### config.mk
export PLATFORM = sky130hd
export DESIGN_NAME = matrix_product_identity_check
export DESIGN_NICKNAME = d
export VERILOG_FILES = /design/src/mpic_pkg.sv /design/src/mpic_datapath.sv /design/src/mpic_ctrl.sv /design/src/matrix_product_identity_check.sv
export SDC_FILE = /design/constraint.sdc
export NUM_CORES = 2
export LEC_CHECK = 0
export BUFFER_PORTS_ARGS = -buffer_cell sky130_fd_sc_hd__clkbuf_2
export CAP_MARGIN = 20
export CORE_ASPECT_RATIO = 1.5
export CORE_UTILIZATION = 37
export DETAILED_ROUTE_END_ITERATION = 10
export GPL_TIMING_DRIVEN = 0
export PLACE_DENSITY_LB_ADDON = 0.2
export SYNTH_ARGS = -nofsm -noshare
export SYNTH_HDL_FRONTEND = slang
export SYNTH_SLANG_ARGS = --single-unit
export TNS_END_PERCENT = 5
### constraint.sdc
create_clock -name clock -period 26.5 [get_ports clock]
set_input_delay 1.325 -clock clock [delete_from_list [all_inputs] [get_ports clock]]
set_output_delay 1.325 -clock clock [all_outputs]
set_load 0.02 [all_outputs]
### src/mpic_pkg.sv
package mpic_pkg;

   localparam int MAX_DIM = 8;
   localparam int DEPTH = MAX_DIM * MAX_DIM;
   localparam int ADDR_W = $clog2(DEPTH);
   localparam int DIM_W = 4;
   localparam int IDX_W = $clog2(MAX_DIM);
   localparam int CNT_W = 8;
   localparam int DATA_W = 32;
   localparam int CSR_INDEX_W = 3;
   localparam int CSR_DATA_W = 4;

   localparam logic [1:0] VERDICT_IDENTITY = 2'd0;
   localparam logic [1:0] VERDICT_NOT_IDENTITY = 2'd1;
   localparam logic [1:0] VERDICT_MISMATCH = 2'd2;

   localparam logic [CSR_INDEX_W-1:0] CSR_ROWS_A = 3'd0;
   localparam logic [CSR_INDEX_W-1:0] CSR_COLS_A = 3'd1;
   localparam logic [CSR_INDEX_W-1:0] CSR_ROWS_B = 3'd2;
   localparam logic [CSR_INDEX_W-1:0] CSR_COLS_B = 3'd3;

   typedef struct packed {
      logic first;
      logic last;
      logic diag;
   } mpic_tag_type;

   typedef struct packed {
      logic wr_en;
      logic wr_b;
      logic [ADDR_W-1:0] wr_addr;
      logic clear;
      logic issue;
      logic [ADDR_W-1:0] addr_a;
      logic [ADDR_W-1:0] addr_b;
      mpic_tag_type tag;
   } mpic_cmd_type;

   typedef struct packed {
      logic busy;
      logic fail;
   } mpic_status_type;

   function automatic logic [DIM_W-1:0] eff_size(input logic [DIM_W-1:0] v);
      logic [DIM_W-1:0] r;
      r = v;
      if (v == '0) begin
         r = DIM_W'(1);
      end else if (v > DIM_W'(MAX_DIM)) begin
         r = DIM_W'(MAX_DIM);
      end
      return r;
   endfunction

endpackage

### src/mpic_datapath.sv
module mpic_datapath
   import mpic_pkg::*;
(
   input  logic clock,
   input  logic reset,
   input  logic [DATA_W-1:0] element,
   input  mpic_cmd_type cmd,
   output mpic_status_type status
);

   logic [DATA_W-1:0] mem_a [DEPTH];
   logic [DATA_W-1:0] mem_b [DEPTH];

   logic [DATA_W-1:0] rd_a_ff, rd_b_ff;
   logic [DATA_W-1:0] prod_ff, prod_in;
   logic [DATA_W-1:0] acc_ff, acc_in;
   logic s1_valid_ff, s2_valid_ff;
   mpic_tag_type s1_tag_ff, s2_tag_ff;
   logic fail_ff, fail_in;
   logic bad;

   always_ff @(posedge clock) begin
      if (cmd.wr_en && !cmd.wr_b) begin
         mem_a[cmd.wr_addr] <= element;
      end
      rd_a_ff <= mem_a[cmd.addr_a];
   end

   always_ff @(posedge clock) begin
      if (cmd.wr_en && cmd.wr_b) begin
         mem_b[cmd.wr_addr] <= element;
      end
      rd_b_ff <= mem_b[cmd.addr_b];
   end

   // low 32 bits of the product, wrapping
   assign prod_in = rd_a_ff * rd_b_ff;

   always_comb begin
      acc_in = (s2_tag_ff.first ? '0 : acc_ff) + prod_ff;
      bad = s2_tag_ff.diag ? (acc_in != DATA_W'(1)) : (acc_in != '0);
      fail_in = fail_ff;
      if (cmd.clear) begin
         fail_in = 1'b0;
      end else if (s2_valid_ff && s2_tag_ff.last && bad) begin
         fail_in = 1'b1;
      end
   end

   always_ff @(posedge clock) begin
      s1_tag_ff <= cmd.tag;
      s2_tag_ff <= s1_tag_ff;
      prod_ff <= prod_in;
      if (s2_valid_ff) begin
         acc_ff <= acc_in;
      end
   end

   always_ff @(posedge clock) begin
      if (reset) begin
         s1_valid_ff <= 1'b0;
         s2_valid_ff <= 1'b0;
         fail_ff <= 1'b0;
      end else begin
         s1_valid_ff <= cmd.issue;
         s2_valid_ff <= s1_valid_ff;
         fail_ff <= fail_in;
      end
   end

   assign status.busy = s1_valid_ff | s2_valid_ff;
   assign status.fail = fail_ff;

endmodule

### src/mpic_ctrl.sv
module mpic_ctrl
   import mpic_pkg::*;
(
   input  logic clock,
   input  logic reset,
   input  logic req_valid,
   output logic req_ready,
   output logic rsp_valid,
   input  logic rsp_ready,
   output logic [1:0] rsp_verdict,
   input  logic csr_write,
   input  logic [CSR_INDEX_W-1:0] csr_index,
   input  logic [CSR_DATA_W-1:0] csr_data,
   input  mpic_status_type status,
   output mpic_cmd_type cmd
);

   typedef enum logic [1:0] {
      ST_LOAD,
      ST_RUN,
      ST_DRAIN
   } state_type;

   state_type state_ff, state_in;
   logic [DIM_W-1:0] rows_a_ff, rows_a_in, cols_a_ff, cols_a_in;
   logic [DIM_W-1:0] rows_b_ff, rows_b_in, cols_b_ff, cols_b_in;
   logic [CNT_W-1:0] load_count_ff, load_count_in;
   logic [IDX_W-1:0] i_ff, i_in, j_ff, j_in, k_ff, k_in;
   logic rsp_valid_ff, rsp_valid_in;
   logic [1:0] rsp_verdict_ff, rsp_verdict_in;

   logic [DIM_W-1:0] ra, ca, rb, cb;
   logic [CNT_W-1:0] total_a, total, lc, lc_b;
   logic [2*DIM_W-1:0] ia_full, ib_full;
   logic mismatch, accept, slot_free, k_end, j_end, i_end;

   always_comb begin
      ra = eff_size(rows_a_ff);
      ca = eff_size(cols_a_ff);
      rb = eff_size(rows_b_ff);
      cb = eff_size(cols_b_ff);
      mismatch = (ca != rb);
      total_a = CNT_W'(ra) * CNT_W'(ca);
      total = total_a + CNT_W'(rb) * CNT_W'(cb);
      lc = (load_count_ff >= total) ? '0 : load_count_ff;
      lc_b = lc - total_a;
      ia_full = (2*DIM_W)'(i_ff) * (2*DIM_W)'(ca) + (2*DIM_W)'(k_ff);
      ib_full = (2*DIM_W)'(k_ff) * (2*DIM_W)'(cb) + (2*DIM_W)'(j_ff);
      k_end = (DIM_W'(k_ff) == ca - DIM_W'(1));
      j_end = (DIM_W'(j_ff) == cb - DIM_W'(1));
      i_end = (DIM_W'(i_ff) == ra - DIM_W'(1));
      slot_free = !rsp_valid_ff || rsp_ready;
      req_ready = (state_ff == ST_LOAD) && slot_free;
      accept = req_valid && req_ready;
   end

   always_comb begin
      cmd.wr_en = accept && !mismatch;
      cmd.wr_b = (lc >= total_a);
      cmd.wr_addr = cmd.wr_b ? lc_b[ADDR_W-1:0] : lc[ADDR_W-1:0];
      cmd.clear = accept && !mismatch && (lc + CNT_W'(1) == total);
      cmd.issue = (state_ff == ST_RUN);
      cmd.addr_a = ia_full[ADDR_W-1:0];
      cmd.addr_b = ib_full[ADDR_W-1:0];
      cmd.tag.first = (k_ff == '0);
      cmd.tag.last = k_end;
      cmd.tag.diag = (i_ff == j_ff);
   end

   always_comb begin
      state_in = state_ff;
      rows_a_in = rows_a_ff;
      cols_a_in = cols_a_ff;
      rows_b_in = rows_b_ff;
      cols_b_in = cols_b_ff;
      load_count_in = load_count_ff;
      i_in = i_ff;
      j_in = j_ff;
      k_in = k_ff;
      rsp_valid_in = rsp_valid_ff && !rsp_ready;
      rsp_verdict_in = rsp_verdict_ff;

      case (state_ff)
         ST_LOAD: begin
            if (accept) begin
               if (mismatch) begin
                  rsp_valid_in = 1'b1;
                  rsp_verdict_in = VERDICT_MISMATCH;
               end else if (cmd.clear) begin
                  load_count_in = '0;
                  i_in = '0;
                  j_in = '0;
                  k_in = '0;
                  state_in = ST_RUN;
               end else begin
                  load_count_in = lc + CNT_W'(1);
               end
            end
         end
         ST_RUN: begin
            if (!k_end) begin
               k_in = k_ff + IDX_W'(1);
            end else begin
               k_in = '0;
               if (!j_end) begin
                  j_in = j_ff + IDX_W'(1);
               end else begin
                  j_in = '0;
                  if (!i_end) begin
                     i_in = i_ff + IDX_W'(1);
                  end else begin
                     state_in = ST_DRAIN;
                  end
               end
            end
         end
         ST_DRAIN: begin
            if (!status.busy && slot_free) begin
               rsp_valid_in = 1'b1;
               rsp_verdict_in = status.fail ? VERDICT_NOT_IDENTITY : VERDICT_IDENTITY;
               state_in = ST_LOAD;
            end
         end
         default: begin
            state_in = ST_LOAD;
         end
      endcase

      if (csr_write) begin
         case (csr_index)
            CSR_ROWS_A: rows_a_in = csr_data;
            CSR_COLS_A: cols_a_in = csr_data;
            CSR_ROWS_B: rows_b_in = csr_data;
            CSR_COLS_B: cols_b_in = csr_data;
            default: ;
         endcase
         if (csr_index <= CSR_COLS_B) begin
            load_count_in = '0;
         end
      end
   end

   always_ff @(posedge clock) begin
      if (reset) begin
         state_ff <= ST_LOAD;
         rows_a_ff <= DIM_W'(1);
         cols_a_ff <= DIM_W'(1);
         rows_b_ff <= DIM_W'(1);
         cols_b_ff <= DIM_W'(1);
         load_count_ff <= '0;
         i_ff <= '0;
         j_ff <= '0;
         k_ff <= '0;
         rsp_valid_ff <= 1'b0;
         rsp_verdict_ff <= VERDICT_IDENTITY;
      end else begin
         state_ff <= state_in;
         rows_a_ff <= rows_a_in;
         cols_a_ff <= cols_a_in;
         rows_b_ff <= rows_b_in;
         cols_b_ff <= cols_b_in;
         load_count_ff <= load_count_in;
         i_ff <= i_in;
         j_ff <= j_in;
         k_ff <= k_in;
         rsp_valid_ff <= rsp_valid_in;
         rsp_verdict_ff <= rsp_verdict_in;
      end
   end

   assign rsp_valid = rsp_valid_ff;
   assign rsp_verdict = rsp_verdict_ff;

endmodule

### src/matrix_product_identity_check.sv
// Matrix product identity check.
// req_ channel: one signed 32-bit element per transaction, matrix A then
// matrix B, both row-major. rsp_ channel: one 2-bit verdict per pair of
// matrices (0 identity, 1 not identity), or one per transaction with
// verdict 2 while cols_a and rows_b differ.
// csr_ port: write rows_a, cols_a, rows_b, cols_b (indexes 0..3); 0 acts
// as 1, above 8 acts as 8. A write to one of these restarts loading.
// Loading takes one element per cycle while no waiting result holds
// req_ready low. After the last element of B the multiply-accumulate
// unit runs one product term per cycle, and req_ready stays low until
// the verdict appears. The pipeline is memory read, 32x32 multiply,
// accumulate and compare.
// A result waits in the output register while rsp_ready is low; the next
// element is still taken when that register will be free in that cycle.
// Reset (synchronous) sets all sizes to 1 and empties the output register;
// store contents are undefined until loaded.
module matrix_product_identity_check
   import mpic_pkg::*;
(
   input  logic clock,
   input  logic reset,
   input  logic req_valid,
   output logic req_ready,
   input  logic signed [DATA_W-1:0] req_element,
   output logic rsp_valid,
   input  logic rsp_ready,
   output logic [1:0] rsp_verdict,
   input  logic csr_write,
   input  logic [CSR_INDEX_W-1:0] csr_index,
   input  logic [CSR_DATA_W-1:0] csr_data
);

   mpic_cmd_type cmd;
   mpic_status_type status;

   mpic_ctrl u_ctrl (
      .clock(clock),
      .reset(reset),
      .req_valid(req_valid),
      .req_ready(req_ready),
      .rsp_valid(rsp_valid),
      .rsp_ready(rsp_ready),
      .rsp_verdict(rsp_verdict),
      .csr_write(csr_write),
      .csr_index(csr_index),
      .csr_data(csr_data),
      .status(status),
      .cmd(cmd)
   );

   mpic_datapath u_datapath (
      .clock(clock),
      .reset(reset),
      .element(DATA_W'(req_element)),
      .cmd(cmd),
      .status(status)
   );

`ifndef SYNTHESIS
   a_verdict_code: assert property (@(posedge clock) disable iff (reset)
      rsp_valid |-> (rsp_verdict == VERDICT_IDENTITY ||
                     rsp_verdict == VERDICT_NOT_IDENTITY ||
                     rsp_verdict == VERDICT_MISMATCH))
      else $error("illegal verdict code");

   a_busy_blocks_req: assert property (@(posedge clock) disable iff (reset)
      status.busy |-> !req_ready)
      else $error("input taken while product pipeline busy");

   a_issue_blocks_req: assert property (@(posedge clock) disable iff (reset)
      cmd.issue |-> !req_ready && !cmd.wr_en)
      else $error("load overlaps product pass");

   a_clear_starts_run: assert property (@(posedge clock) disable iff (reset)
      cmd.clear |=> cmd.issue)
      else $error("product pass did not start after last element");
`endif

endmodule

==> results by group <==
Outcome
  – Outcome: finished with violations
  – Failing checks: max-capacitance violations, max-slew violations

STA
  – TNS Setup: 0 ps
  – Shortest clock period the worst path allows after layout: between 10,000 and 15,000 ps
  – Max Clock Freq: approximately 80 MHz
  – Slew HR: -8.24%
  – Maximum clock skew at final layout: 105 ps
  – Least-Margin Pin Slew: roughly 1600 ps
  – Final setup violation count: 0
  – Final cycle utilization of the critical path: ~47%
  – Final max-slew violation count: 9
  – Worst hold slack after final layout: ~340 ps
  – Setup repair after global routing missed its margin: no
  – Post-route setup slack: 14,060 ps
  – Hold Violations, Final: 0

Floorplanning
  – Floorplan die area: roughly 0.49 mm²
  – Area of the core: between 0.4 and 0.5 mm²
  – Die span in x: ~570 µm
  – Number of ports placed on the die boundary: between 40 and 50
  – Initial core utilization: between 30% and 40%
  – Die height: 860 µm
  – Row cnt: about 310

Min path
  – Worst Hold Class: reg -> reg

Final layout
  – Number of cells in the finished layout apart from fillers: roughly 17,000
  – Layout cell share with drive strength beyond 1: between 20% and 30%
  – Summed area of non-filler cells in the final layout: 0.210 mm²
  – # nets final: 10,400
  – Area growth from synthesis to layout: 15.6%

Place
  – Placed cell areas: 0.196 mm²
  – Placed Cells incl. Taps: 15,800
  – Worst slack after detailed placement: around 14,000 ps
  – Buffers added on ports: between 40 and 50
  – Placer congestion estimate: approximately 0.89
  – HPWL after detailed placement: roughly 390,000 µm

Logic synthesis
  – Cell taking the most area after synthesis: sky130_fd_sc_hd__edfxtp_1
  – Top-count cell post-synth: sky130_fd_sc_hd__edfxtp_1
  – Commonest cells in the synthesized netlist: 4,128 x sky130_fd_sc_hd__edfxtp_1, 1,302 x sky130_fd_sc_hd__mux4_2, 579 x sky130_fd_sc_hd__inv_1
  – Mean area per synthesized cell: 20.1 µm²
  – Synthesis-stage register bit count: ~4,300
  – Fraction of the yosys area taken by sequential cells: between 60 and 70%
  – Number of warnings issued by yosys: 0
  – Synthesized netlist net count: slightly below 10,000
  – Post-synthesis instance area: ~0.18 mm²
  – Unique cell type count in the Yosys netlist: 78
  – Count of flip-flops with a built-in enable after synthesis: ~4,100
  – Post-synthesis cell count: roughly 9,000
  – Largest cells by area after synthesis: sky130_fd_sc_hd__edfxtp_1 68%, sky130_fd_sc_hd__mux4_2 16%, sky130_fd_sc_hd__fa_1 4.8%, sky130_fd_sc_hd__dfxtp_1 1.6%, sky130_fd_sc_hd__ha_1 1.5%
  – Share of synthesized registers carrying an async set or reset: 0%
  – Share of Yosys cell area claimed by the top area cell type: 68.3%
  – Primary flip-flop cell chosen by synthesis mapping: sky130_fd_sc_hd__edfxtp_1

Drt
  – Number of routed nets with antenna violations: 0
  – Number of vias per cell after detailed routing: approximately 5.5
  – Total number of vias: between 90,000 and 100k
  – First-pass iteration count of the detailed router: 6
  – DRC violation count after routing: 0
  – Wire length per cell: 32.9 µm
  – Detailed Route WL: approximately 550,000 µm
  – Drt first-iter violations: between 9,000 and 10,000

Power and ir drop
  – Worst-case vdd ir drop: ~0.00092 V
  – Cell area power density: 119 mW/mm²
  – Standby leakage power: between 0.06 and 0.07 µW

Worst setup path
  – Kind of start point of the critical path: register
  – Capturing element type of the critical path: register
  – Kind of critical path: reg -> reg
  – Top fanout value on the critical path: 17
  – Crit path max-delay cell type: sky130_fd_sc_hd__nand3_1
  – Cell seen most often among critical-path stages: sky130_fd_sc_hd__fa_1
  – Arrival time at the worst endpoint: about 13,000 ps
  – CP required: approximately 27,000 ps
  – Crit-path max cell delay: around 990 ps

Global route
  – Initial antenna violation count: 56
  – Number of global-route vias before repair: just under 100k
  – Total gr overflow: 0
  – Pin count of the biggest net entering global routing: about 130
  – GRT Overall Usage: around 22%
  – First-pass GRT wire length: approximately 760,000 µm

Clock network
  – Maximum root-to-sink buffer count: 4
  – Number of resized instances in the post-cts repair step: 0
  – Root buffer selected by CTS: sky130_fd_sc_hd__clkbuf_16
  – H-tree depth: 5
  – CTS tree: built
  – Clock-pin transition on the worst setup and hold timing paths: roughly 60 ps
  – CTS Buf Count: 398
  – CTS hold repair buffers: 0
  – Count of buffers added by post-CTS timing repair for setup: 0
  – Source-to-sink clock delay at the later pin of the worst-skew pair: a little over 1000 ps
  – Sinks on the clock net: 4,271

Job
  – Max Cap Viol: 1
kinds of logic (layout without fill, tap and decap cells):
logic type | after synthesis | count (layout) | synth area share (%)
xor gates and xnor gates | 148 | 148 | 0.715
AOI/OAI and AO/OA | 351 | 351 | 1.30
buffers and inverters | 1027 | 2079 | 2.14
muxes | 1358 | 1358 | 16.5
other | 0 | 150 | 0
DFF | 4271 | 4271 | 69.9
and+or+nand+nor | 1212 | 1212 | 3.15
adders and majority gates | 654 | 654 | 6.29
layout make-up:
| type | count | area [µm²] |
|---|---|---|
| flip-flops and latches | 4271 | 127000 |
| clock buffers | 503 | 10500 |
| plain buffers | 447 | 1730 |
| fillers | 42400 | 278000 |
| clock inverters | 233 | 2420 |
| repair buffers | 316 | 5840 |
| well taps | 6478 | 8110 |
| diodes | 150 | 375 |
| inverters | 580 | 2180 |
| multi-input cells | 3723 | 51700 |
stage by stage:
| step | power, µW | utilization [%] |
|---|---|---|
| 2_1_floorplan | 15700 | - |
| 3_3_place_gp | 19400 | 38.9 |
| 3_5_place_dp | 19500 | 40.2 |
| 4_1_cts | 25300 | 42.8 |
| 5_1_grt | 26800 | 43.0 |
| 6_report | 25000 | 43.0 |
cell usage in the layout (no fill, tap or decap), drive strengths merged, types with 30 or more instances in the layout:
cell,instances
nand2,507
a211oi,49
xor2,45
xnor2,103
a21o,30
ha,223
nor2b,61
a21oi,68
dfxtp,143
buf,377
fa,431
a31oi,36
bufinv,36
mux4,1302
and2,217
inv,600
nor2,224
nor3,43
mux2i,39
nand3,49
clkinv,168
clkbuf,889
o21ai,67
diode,150
edfxtp,4128
critical path, delay by kind of cell (launching register included):
kind,cells,cell delay [ps]
and+or+nand+nor,8,3320
buffers and inverters,7,1840
DFF,1,340
AOI/OAI and AO/OA,9,2600
adders and majority gates,7,2720
muxes,1,780
xor gates and xnor gates,1,460
routing by layer:
layer	routed length [µm]	up-vias	GRT usage [%]
met4	28200	8	10.4
li1	-	37400	-
met3	28300	815	2.85
met1	199000	50000	25.8
met5	57	-	0
met2	293000	3197	40.5
registers in the layout, summed over array words and instances (netlist names), 4 cells and up:
register and cells:
u_ctrl.cols_a_ff 4, u_ctrl.cols_b_ff 4, u_ctrl.load_count_ff 8, u_ctrl.rows_a_ff 4, u_ctrl.rows_b_ff 4, u_datapath.acc_ff 32, u_datapath.mem_a 2048, u_datapath.mem_b 2048
u_datapath.prod_ff 32, u_datapath.rd_a_ff 32, u_datapath.rd_b_ff 32
report_power, final:
| part | switching (µW) | internal [µW] | total (µW) |
|---|---|---|---|
| clock | 2590 | 3190 | 5780 |
| combinational | 6890 | 4630 | 11500 |
| sequential | 45.4 | 7680 | 7720 |
path summary, 6_finish.rpt:
kind,cells past startpoint,endpoint,slack [ps],startpoint
setup / recovery,33,u_datapath.mem_a[49][23],14060,u_ctrl.cols_a_ff[3]
hold / removal,0,u_datapath.s2_tag_ff[1],340,u_datapath.s1_tag_ff[1]
setup reg to reg,33,u_datapath.mem_a[49][23],14060,u_ctrl.cols_a_ff[3]
hold reg to reg,0,u_datapath.s2_tag_ff[1],340,u_datapath.s1_tag_ff[1]
Note: power is estimated with default switching activity, not from simulation.
